<file path="config.mk">
export PLATFORM = sky130hd
export DESIGN_NAME = eisc_queue
export DESIGN_NICKNAME = d
export VERILOG_FILES = /design/src/rtl/core/eisc_pkg.sv /design/src/rtl/core/eisc_queue.sv
export SDC_FILE = /design/constraint.sdc
export NUM_CORES = 1
export LEC_CHECK = 0
export BUFFER_PORTS_ARGS = -buffer_cell sky130_fd_sc_hd__buf_2
export CAP_MARGIN = 20
export CORE_MARGIN = 1
export CORE_UTILIZATION = 35
export CTS_CLUSTER_SIZE = 8
export DETAILED_ROUTE_END_ITERATION = 16
export SLEW_MARGIN = 40
export SYNTH_ARGS = -nofsm -noshare
export SYNTH_HDL_FRONTEND = slang
export SYNTH_SLANG_ARGS = --single-unit
</file>
<file path="constraint.sdc">
create_clock -name clk -period 17.5 [get_ports clk]
set_input_delay 0.875 -clock clk [delete_from_list [all_inputs] [get_ports clk]]
set_output_delay 0.875 -clock clk [all_outputs]
set_load 0.02 [all_outputs]
</file>
<file path="src/rtl/core/eisc_pkg.sv">
package eisc_pkg;

  localparam int QDEPTH = 4;
  localparam int QAW    = 2;

  localparam logic [1:0] REG_TIME_STEP     = 2'd0;
  localparam logic [1:0] REG_DEFAULT_LIMIT = 2'd1;

  localparam logic [15:0] TIME_STEP_RST     = 16'd1092;
  localparam logic [30:0] DEFAULT_LIMIT_RST = 31'd65536000;

  typedef struct packed {
    logic [2:0][31:0] pos;
    logic [2:0][31:0] vel;
    logic [2:0][31:0] acc;
    logic [30:0]      speed_limit;
    logic             limit_present;
  } in_t;

  // classified item handed from front to back
  typedef struct packed {
    logic [2:0][31:0] pos;
    logic [2:0][31:0] vel;
    logic [2:0][31:0] mag;
    logic [30:0]      limit;
    logic [63:0]      s;
    logic             clamp;
    logic             sat;
  } qe_t;

  typedef struct packed {
    logic [31:0] val;
    logic        sat;
  } sat_t;

  function automatic logic signed [48:0] mul_dt(input logic [31:0] x, input logic [15:0] dt);
    logic signed [48:0] p;
    p = $signed({{17{x[31]}}, x}) * $signed({33'd0, dt});
    return p;
  endfunction

  // halves round toward plus infinity
  function automatic logic [32:0] round_dt(input logic signed [48:0] p);
    logic signed [48:0] b;
    b = p + 49'sd32768;
    return b[48:16];
  endfunction

  function automatic sat_t sat32(input logic [33:0] x);
    sat_t r;
    r.sat = !((x[33:31] == 3'b000) || (x[33:31] == 3'b111));
    if (r.sat) begin
      r.val = x[33] ? 32'h8000_0000 : 32'h7FFF_FFFF;
    end else begin
      r.val = x[31:0];
    end
    return r;
  endfunction

  function automatic logic [33:0] add_rounded(input logic [31:0] a, input logic [32:0] r);
    return {{2{a[31]}}, a} + {r[32], r};
  endfunction

endpackage

</file>
<file path="src/rtl/core/eisc_queue.sv">
module eisc_queue
  import eisc_pkg::*;
(
  input  logic clk,
  input  logic rst,
  input  logic push,
  input  qe_t  push_item,
  output logic full,
  input  logic pop,
  output logic nonempty,
  output qe_t  head
);

  qe_t            mem [QDEPTH];
  logic [QAW-1:0] wr_ptr, rd_ptr;
  logic [QAW:0]   count;

  assign full     = (count == QDEPTH[QAW:0]);
  assign nonempty = (count != '0);
  assign head     = mem[rd_ptr];

  always_ff @(posedge clk) begin
    if (rst) begin
      wr_ptr <= '0;
      rd_ptr <= '0;
      count  <= '0;
    end else begin
      if (push) begin
        wr_ptr <= wr_ptr + 1'b1;
      end
      if (pop) begin
        rd_ptr <= rd_ptr + 1'b1;
      end
      if (push && !pop) begin
        count <= count + 1'b1;
      end else if (pop && !push) begin
        count <= count - 1'b1;
      end
    end
  end

  always_ff @(posedge clk) begin
    if (push) begin
      mem[wr_ptr] <= push_item;
    end
  end

endmodule

</file>
; ---- After elaboration in Yosys (flattened, before gate mapping)
; Memory sizes are Yosys's and may differ from the RTL's. A register that Yosys moved wholly into a read port is not among the register bits.
; Cells that the tools add are included.
; Widths: inputs -> output; s select.
[op_classes]
add_sub_neg = 4
n_eq_ne = 1
muxes = 6
n_reduce_logical = 6
[ops]
columns = cell, count
row1 = $mux 3, 2
row2 = $add 2x1->2 const B, 2
row3 = $mux 2, 2
row4 = $add 3x1->3 const B, 1
row5 = $eq 3x3->1 const B, 1
row6 = $reduce_bool 3->1, 1
row7 = $sub 3x1->3 const B, 1
row8 = $logic_and 1x1->1, 2
row9 = $logic_not 1->1, 2
row10 = $mux 1, 2
row11 = $reduce_bool 2->1, 1
[word_totals]
register_bits = 7
ram_bits = 1540
input_bits = 389
out_inout_bits = 387
elab_cells = 21
n_memories = 1
[mem_list]
columns = name, depth, width, rd, rd_ports_with_merged_regs, wr, line
row1 = mem, 4, 385, 1, 1, 1, eisc_queue.sv:14  ; qe_t mem [QDEPTH];

; ---- Longest topological paths before layout
; Gate-level depths: netlist of run 1.
[depth]
depth_word = 4
mapped_depth = 7
mapped_depth_nobuf = 7

; ---- Least setup slack after synthesis of run 1
; OpenSTA, ideal clock, no wires.
[synth_timing]
kind = input port to flip-flop
from = input push
to = memory mem[0][0] in the netlist's numbering (enable)
setup_time_ns = 0.796
t_arrival_ns = 9.536
required_time_ns = 16.704
slack_ns = 7.168
cell_stages = 1
n_path_buf = 0
cell_sequence = and2_1
[synth_between]
elab_chain_cells = 2
[synth_rtl]
columns = item, line
row1 = start: declaration, eisc_queue.sv:6  ; input logic push,
row2 = $mux 1, eisc_queue.sv:43  ; if (push) begin
row3 = $mux 1 (not written as such), eisc_queue.sv:44  ; mem[wr_ptr] <= push_item;
row4 = end: declaration, eisc_queue.sv:14
; No other way between the ends.

==> impl_metrics.csv, run 1 <==
group,metric,value,unit
run_status,outcome,"finished clean",
timing,rsz0062_at_grt,"no",
route,viasPerCell,4.90,
grt,antenna_found_initial,56,
clock_network,hold_buffers,0,
critical_path,cpPeakStageDelay,0.82,ns
critical_path,critPathArrivalTime,5.16,ns
die,dieArea,0.162,mm2
logic_synthesis,async_reset_ff_frac,0,
die,num_rows,146,
clock_network,cts_tree,"done",
die,die_w,402,um
timing,fin_setup_tns,0,ns
layout,final_area,0.0682,mm2
critical_path,r2r_setup_slack,13.62,ns
route,first_iter_violations,1543,
place,gp_congestion,0.752,
logic_synthesis,syn_inst,2055,
die,die_y,402,um
critical_path,end_kind,"output port",
clock_network,cts_sinks,1549,
grt,grt.total_usage,0.150,
layout,register_area,0.0464,mm2
place,place_hpwl,77.4,mm
worst_hold_path,hold_class,"input port to register",
critical_path,cp_top_family,"buffers and inverters",
place,portBuffers,775,
route,ant_nets,0,
critical_path,cp_data_required_time,16.62,ns
layout,final_common_cell,"edfxtp_1",
critical_path,regToRegStartpoint,"wr_ptr[0]$_SDFFE_PP0P_",
logic_synthesis,netlist_area,0.0560,mm2
route,drc,0,
die,top_level_ports,776,
timing,holdWs,0.280,ns
timing,fmaxAchievable,0.166,GHz
timing,setup_viol,0,
logic_synthesis,ys_warn_count,0,
critical_path,worstRegToRegCells,6,
critical_path,crit_chain,"buf_4 > buf_6 > buf_4 > buf_4 > mux4_2 > buf_2",
critical_path,crit_slowest_cell,"dfxtp_4",
worst_hold_path,hold_end,"mem[2][70]$_DFFE_PP_",
logic_synthesis,synth.net_count,2450,
clock_network,h-tree-depth,4,
layout,layout_common_cells,"edfxtp_1, buf_2, mux4_2",
power,power_leakage,22.6,nW
layout,final_util,0.430,
critical_path,worstSetupPathType,"register to output port",
logic_synthesis,ys.flop_type,"edfxtp_1",
layout,num-nets-final,3394,
route,avgRoutedWirePerCell,23.9,um
clock_network,cts_buffer_depth,3,
flow_run,drv_cap,0,
place,post-place-cells,4852,
layout,stdcell_count,5135,
die,core,0.159,mm2
layout,syn2layout_area_growth,21.8,%
grt,grt_pass1_vias,26500,
logic_synthesis,yosysUniqueCellTypes,19,
logic_synthesis,synth_seq_cells,1549,
critical_path,cp_common_cell,"buf_4",
clock_network,ctsRootBufferMaster,"clkbuf_16",
timing,drv_slew,0,
layout,multi_input_area,0.00891,mm2
die,initial_core_util,0.353,
timing,post-route-period-util,0.345,
timing,hold_viol,0,
clock_network,numCtsBuffers,212,
critical_path,crit_fanout,38,
logic_synthesis,synth-edff-count,1540,
timing,slew_headroom,0.458,
clock_network,clk_pin_slew,0.05,ns
route,vias,25200,
grt,grt_pass1_wl,178,mm
power,power.density,129,mW/mm2
layout,nFillCells,13500,
grt,overflow,0,
route,dr.pass1.iters,5,
place,dpl-instance-area,0.0623,mm2
logic_synthesis,seq_area_frac_synth,0.829,
power,ir_drop,120,uV
critical_path,crit_buf_inv,5,
logic_synthesis,syn_area_per_cell,27.3,um2
clock_network,clock_latency,0.81,ns
route,wl,123,mm
grt,grt_max_degree,125,
clock_network,ctsResizeCount,0,
timing,period_needed,6.03,ns
timing,worst_slew_pin_slew,0.812,ns
worst_hold_path,min-delay-start,"push_item[70]",
critical_path,cp-start-kind,"register",
layout,drive_gt1_frac,0.472,
worst_hold_path,holdPathStages,1,
critical_path,reg2reg_to,"mem[0][64]$_DFFE_PP_",
clock_network,postCtsSetupRepairBufs,0,
timing,skew,0.0450,ns
[logic make-up (layout without fill, tap and decap cells)]
family,after synthesis,count (layout),share of synthesized area
compound gates,2,2,0.000179
xor+xnor,5,5,0.000782
fa+ha+maj,6,6,0.00147
buf+inv,91,1076,0.0124
flops,1549,1549,0.829
mux,387,387,0.155
other cells,0,23,0
simple gates,15,15,0.00134
[cells in the mapped netlist (2+ instances only)]
| library cell | instances | share of area |
|---|---|---|
| buf_6 | 40 | 0.0080 |
| mux4_2 | 385 | 0.15 |
| xor2_1 | 3 | 0.00047 |
| buf_2 | 40 | 0.0036 |
| edfxtp_1 | 1540 | 0.83 |
| xnor2_1 | 2 | 0.00031 |
| and2_1 | 4 | 0.00045 |
| or3_1 | 2 | 0.00022 |
| clkbuf_1 | 7 | 0.00047 |
| inv_1 | 4 | 0.00027 |
| dfxtp_1 | 9 | 0.0032 |
| nor2_1 | 7 | 0.00047 |
| mux2i_1 | 2 | 0.00036 |
| ha_1 | 5 | 0.0011 |
[flip-flops by register name (all words and copies together), names as in the netlist, named ones only]
signal and cells:
wr_ptr 2, rd_ptr 2, mem 1540, count 3
[report_power, final]
group / total [mW] / internal (mW) / switching [mW] / leakage (nW)
sequential: 4.32 / 4.28 / 0.0399 / 14.2
clock: 3.59 / 2.16 / 1.43 / 2.79
combinational: 0.895 / 0.340 / 0.555 / 5.58
[per-stage QoR]
step / worst slack [ns] / total power [mW]
after floorplan: 7.17 / 5.01
after global placement: 11.84 / 5.29
after detailed placement: 11.83 / 5.30
after CTS: 10.93 / 8.93
after global routing: 10.90 / 9.11
final: 11.47 / 8.81
[layer usage]
| metal | vias up | track usage | wire, um |
|---|---|---|---|
| li1 | 10800 | - | - |
| met1 | 13200 | 0.176 | 46100 |
| met2 | 817 | 0.249 | 62500 |
| met3 | 265 | 0.0575 | 10500 |
| met4 | 48 | 0.0557 | 3360 |
| met5 | - | 0 | 314 |
[final cells by class]
class | instances | share of cell area
flip-flops and latches | 1549 | 0.681
multi-input cells | 415 | 0.131
clock buffers | 240 | 0.0801
repair buffers | 817 | 0.0656
well taps | 2072 | 0.0380
clock inverters | 15 | 0.00411
diodes | 23 | 0.000844
inverters | 4 | 0.000220
[worst max-delay path by stage]
stage                                endpoint  slack, ns  cells after the start
after floorplan           mem[0][0]$_DFFE_PP_       7.17                      1
after global placement              head[108]      11.84                      6
after detailed placement            head[108]      11.83                      6
after CTS                           head[108]      10.93                      6
after global routing                head[108]      10.90                      6
final                               head[108]      11.47                      6
[worst reg2reg max path, cell delays in order, from the launching register on]
cell and delay [ns]:
dfxtp_1 0.34, inv_1 0.10, ha_1 0.14, and2_4 0.64
buf_6 0.66, buf_4 0.84, buf_4 0.77
Power figures use the tool's default switching activity.
==> run 2, diff against run 1 <==
Clock period 17.5 ns to 5.74 ns, I/O delays scaled along.
==> run 2 against run 1 <==
  * Hold slack got worse by 0.046 ns
  * Clock skew decreased by 0.018 ns
  * First-iteration DRC count grew 7.0%
  * Die area unchanged
  * Worst setup slack lost 9.3 ns
  * Combinational power grew to 3.4 times the previous value
  * Sequential share of layout area is 3.8 points lower
  * Highest routed layer unchanged
  * Clock power grew to 3.0 times the previous value
  * Count of clock-buffer cells in the layout is 7 lower
  * Via count grew 6.9%
  * Wire length increased by 2.3%
  * Global-route usage rose by 0.39 points
==> impl_metrics.csv, run 2 (synthesized netlist as in run 1, its figures left out) <==
group,metric,value,unit
grt,grt_pass1_vias,29100,
grt,grt_pass1_wl,186,mm
critical_path,regToRegStartpoint,"wr_ptr[0]$_SDFFE_PP0P_",
layout,drive_gt1_frac,0.422,
critical_path,cp-start-kind,"register",
layout,final_common_cell,"edfxtp_1",
power,power_leakage,24.3,nW
timing,hold_viol,0,
layout,largest_registers,"mem (1540), count (3)",
critical_path,crit_fanout,79,
clock_network,numCtsBuffers,212,
die,die_w,402,um
clock_network,cts_tree,"done",
flow_run,drv_cap,0,
layout,syn2layout_area_growth,28.9,%
timing,fin_setup_tns,0,ns
grt,overflow,0,
place,place_hpwl,78.6,mm
layout,num-nets-final,3801,
clock_network,clk_pin_slew,0.05,ns
power,internal_power,20.8,mW
route,viasPerCell,4.87,
power,netSwitchingPower,6.27,mW
route,wl,126,mm
die,initial_core_util,0.353,
clock_network,ctsRootBufferMaster,"clkbuf_16",
timing,slew_headroom,0.380,
timing,skew,0.0271,ns
critical_path,worstRegToRegCells,6,
place,portBuffers,775,
die,num_rows,146,
critical_path,cp_data_required_time,5.45,ns
timing,rsz0062_at_grt,"no",
critical_path,critPathArrivalTime,3.26,ns
worst_hold_path,hold_end,"mem[0][179]$_DFFE_PP_",
layout,nFillCells,13200,
power,clkPwrFrac,0.403,
route,avgRoutedWirePerCell,22.7,um
critical_path,worstSetupPathType,"register to output port",
power,sw_frac_of_total,0.231,
layout,multi_input_area,0.00891,mm2
clock_network,clock_latency,0.79,ns
die,die_y,402,um
timing,worst_slew_pin_slew,0.930,ns
place,pre_cts_ws,2.95,ns
worst_hold_path,hold_class,"input port to register",
route,vias,26900,
timing,worst_slack,2.19,ns
route,ant_nets,0,
timing,setup_viol,0,
layout,layout_common_cells,"edfxtp_1, buf_2, dlygate4sd3_1",
layout,regMostFlops,"mem",
power,ir_drop,334,uV
grt,grt.total_usage,0.154,
worst_hold_path,holdPathStages,2,
timing,drv_slew,0,
critical_path,r2r_setup_slack,3.27,ns
route,drc,0,
clock_network,h-tree-depth,4,
clock_network,cts_buffer_depth,3,
run_status,outcome,"finished clean",
timing,fmaxAchievable,0.282,GHz
power,share_comb_of_total_power,0.111,
grt,antenna_found_initial,21,
clock_network,cts_sinks,1549,
clock_network,postCtsSetupRepairBufs,0,
die,dieArea,0.162,mm2
layout,register_area,0.0464,mm2
critical_path,end_kind,"output port",
layout,largest_reg_flops,1540,
power,power.share.sequential,0.486,
timing,post-route-period-util,0.619,
timing,period_needed,3.55,ns
die,core,0.159,mm2
grt,grt_max_degree,124,
route,dr.pass1.iters,5,
worst_hold_path,min-delay-start,"push_item[179]",
die,top_level_ports,776,
power,power.density,375,mW/mm2
critical_path,reg2reg_to,"mem[0][265]$_DFFE_PP_",
route,first_iter_violations,1651,
place,gp_congestion,0.747,
[run 2: metrics by stage]
stage / hold WS, ns / util / total power, mW / area, um2 / instances
CTS: 0.120 / 0.455 / 27.5 / 72100 / 5512
global placement: 0.475 / 0.394 / 16.2 / 62400 / 4869
detailed placement: 0.492 / 0.394 / 16.2 / 62500 / 4873
global route: 0.169 / 0.455 / 28.0 / 72200 / 5529
floorplan: 0.386 / - / 15.2 / 56000 / 2055
finish: 0.234 / 0.455 / 27.1 / 72200 / 5530
[run 2: critical path, cell delays in order, from the launching register on]
cell and delay [ns]:
dfxtp_4 0.64, buf_12 0.29, buf_12 0.51, mux4_2 0.63, buf_2 0.18
[run 2: final cells by class]
type | instances | area share
diodes | 16 | 0.000554
clock buffers | 233 | 0.0748
clock inverters | 17 | 0.00443
inverters | 4 | 0.000208
multi-input cells | 415 | 0.123
flip-flops and latches | 1549 | 0.643
well taps | 2072 | 0.0359
repair buffers | 1224 | 0.118
[run 2: per-layer routing]
layer	vias to the layer above	routed length, um	track usage
met5	-	62	0
met4	10	3970	0.0589
met3	250	9100	0.0502
met2	835	63700	0.256
met1	14200	48900	0.185
li1	11600	-	-
[run 2: how the worst max path moves through the flow]
stage | from | end | slack, ns | cells past startpoint
floorplan | wr_ptr[0]$_SDFFE_PP0P_ | mem[2][0]$_DFFE_PP_ | 0.06 | 3
global placement | register | head[219] | 2.77 | 3
detailed placement | register | head[368] | 2.95 | 4
CTS | register | head[368] | 2.05 | 4
global route | register | head[368] | 1.95 | 4
finish | register | head[368] | 2.19 | 4
[run 2: power groups by stage]
stage / clock network (mW) / logic (mW) / registers, mW
5_1_grt: 11.6 / 3.20 / 13.2
4_1_cts: 11.2 / 3.08 / 13.2
3_3_place_gp: 0 / 2.79 / 13.4
2_1_floorplan: 0 / 1.74 / 13.4
3_5_place_dp: 0 / 2.83 / 13.4
6_report: 10.9 / 3.01 / 13.2
[run 2: timing repair]
item / in CTS / in global routing
endpoints found under the hold margin: 1549 / 0
resized for setup: 0 / 0
hold buffers: 389 / 0
==> run 3, diff against run 2 <==
Clock period 5.74 ns to 3.6 ns, I/O delays scaled along.
==> run 3 against run 2 <==
  * Wire length grew 2.8%
  * Sequential share of layout area shrank 0.45 points
  * Sequential power grew 59%
  * Global-route usage grew 0.46 points
  * Highest routed layer unchanged
  * Utilization grew 0.33 points
  * Non-clock buffer count grew 40
  * Cell count grew 0.51%
  * Power grew 60%
  * Critical path depth shrank 1
==> impl_metrics.csv, run 3 (synthesized netlist as in run 1, its figures left out) <==
group,metric,value,unit
power,sw_frac_of_total,0.229,
route,ant_nets,0,
route,avgRoutedWirePerCell,23.3,um
layout,drive_gt1_frac,0.432,
clock_network,postCtsSetupRepairBufs,0,
critical_path,crit_slowest_cell,"dfxtp_4",
route,drc,0,
run_status,outcome,"finished clean",
clock_network,clk_pin_slew,0.05,ns
route,highest_layer,"met5",
critical_path,crit_chain,"buf_4 > mux4_2 > buf_2",
route,vias,27000,
power,internal_power,33.4,mW
route,wl,129,mm
timing,period_needed,3.09,ns
worst_hold_path,min-delay-start,"push_item[271]",
grt,grt_pass1_wl,190,mm
layout,nFillCells,13200,
power,ir_drop,429,uV
power,clkPwrFrac,0.403,
die,top_level_ports,776,
timing,fmaxAchievable,0.323,GHz
route,wl_met3,8.79,mm
timing,rsz0062_at_grt,"no",
die,initial_core_util,0.353,
route,met2_wirelength,67.5,mm
critical_path,regToRegStartpoint,"wr_ptr[1]$_SDFFE_PP0P_",
route,dr.pass1.iters,5,
grt,antenna_found_initial,14,
clock_network,clock_latency,0.79,ns
critical_path,critPathArrivalTime,2.91,ns
timing,slew_headroom,0.502,
critical_path,end_kind,"output port",
critical_path,cp_data_required_time,3.42,ns
grt,overflow,0,
grt,grt_pass1_vias,29200,
clock_network,numCtsBuffers,213,
critical_path,cpPeakStageDelay,0.66,ns
route,viasPerCell,4.85,
critical_path,crit_buf_inv,2,
die,die_w,402,um
place,portBuffers,775,
clock_network,ctsRootBufferMaster,"clkbuf_16",
timing,drv_slew,0,
die,num_rows,146,
die,die_y,402,um
clock_network,cts_tree,"done",
clock_network,h-tree-depth,4,
timing,hold_viol,0,
critical_path,worstSetupPathType,"register to output port",
layout,final_util,0.459,
timing,skew,0.0339,ns
grt,grt.total_usage,0.158,
power,share_comb_of_total_power,0.113,
die,dieArea,0.162,mm2
layout,syn2layout_area_growth,29.9,%
clock_network,cts_sinks,1549,
timing,post-route-period-util,0.859,
timing,worst_slew_pin_slew,0.747,ns
power,netSwitchingPower,9.94,mW
place,gp_congestion,0.762,
layout,num-nets-final,3842,
timing,fin_setup_tns,0,ns
die,core,0.159,mm2
power,power_leakage,24.6,nW
power,power.density,596,mW/mm2
timing,setup_viol,0,
layout,largest_registers,"mem (1540), count (3)",
place,place_hpwl,83.6,mm
grt,grt_max_degree,72,
clock_network,cts_buffer_depth,3,
critical_path,cp_top_family,"buffers and inverters",
critical_path,cp-start-kind,"register",
flow_run,drv_cap,0,
worst_hold_path,hold_class,"input port to register",
power,power.share.sequential,0.484,
layout,regMostFlops,"mem",
route,first_iter_violations,1713,
layout,final_common_cell,"edfxtp_1",
route,drt-met1-wl,49.1,mm
critical_path,crit_fanout,31,
layout,largest_reg_flops,1540,
layout,layout_common_cells,"edfxtp_1, buf_2, dlygate4sd3_1",
[run 3: changes by cell type in the layout (fill, tap and decap cells not counted), moves of 3 or more]
cell       before  now
clkbuf_1       20   11
diode_2        16   12
buf_4          38   59
clkbuf_16     213  219
buf_12         21   41
inv_16          3    0
clkinv_16       7    4
[run 3: stage by stage]
step                      cell area, um2  instances  power, mW  setup slack (ns)  hold WS, ns
after floorplan                    56000       2055       24.1           -0.0261        0.279
after global placement             63100       4915       25.9              1.25        0.395
after detailed placement           63100       4915       26.0              1.24        0.396
after CTS                          72700       5546       44.0             0.328       0.0399
after global routing               72700       5558       44.9             0.244       0.0817
final                              72700       5558       43.4             0.508        0.133
[run 3: what timing repair did]
| item | CTS | global route |
|---|---|---|
| resized for setup | 0 | 0 |
| hold buffers | 389 | 0 |
| endpoints found under the hold margin | 1549 | 0 |
[run 3: per-layer routing]
layer  track usage  vias to the layer above
met2         0.271                      874
met3        0.0469                      219
met1         0.188                    14200
li1              -                    11700
met4        0.0592                        6
met5             0                        -
[run 3: path summary, 6_finish.rpt]
check	endpoint	slack (ns)	cells after the start
setup reg to reg	mem[0][364]$_DFFE_PP_	1.44	4
hold reg to reg	count[2]$_SDFFE_PP0P_	0.51	2
hold / removal	mem[1][271]$_DFFE_PP_	0.13	2
setup / recovery	head[132]	0.51	3
[run 3: worst register-to-register path: cells and delay by family, from the launching register on]
| kind | cells | cell delay [ns] |
|---|---|---|
| adder cells (fa/ha/maj) | 1 | 0.14 |
| buffers and inverters | 2 | 0.64 |
| flip-flops | 1 | 0.34 |
| AND/OR/NAND/NOR | 1 | 0.62 |
[run 3: area by class of cell]
| cell class | instances | area, um2 | share of cell area |
|---|---|---|---|
| timing repair buffer | 1264 | 9040 | 0.124 |
| antenna | 12 | 30.0 | 0.000413 |
| multi-input combinational | 415 | 8910 | 0.123 |
| tap | 2072 | 2590 | 0.0356 |
| clock buffer | 230 | 5520 | 0.0759 |
| sequential | 1549 | 46400 | 0.638 |
| clock inverter | 12 | 199 | 0.00273 |
| inverter | 4 | 15.0 | 0.000206 |
[run 3: power by group through the flow]
stage / clock, mW / combinational, mW / sequential, mW
floorplan: 0 / 2.77 / 21.3
global placement: 0 / 4.61 / 21.3
detailed placement: 0 / 4.63 / 21.3
CTS: 17.9 / 5.03 / 21.0
global route: 18.6 / 5.20 / 21.0
finish: 17.5 / 4.92 / 21.0
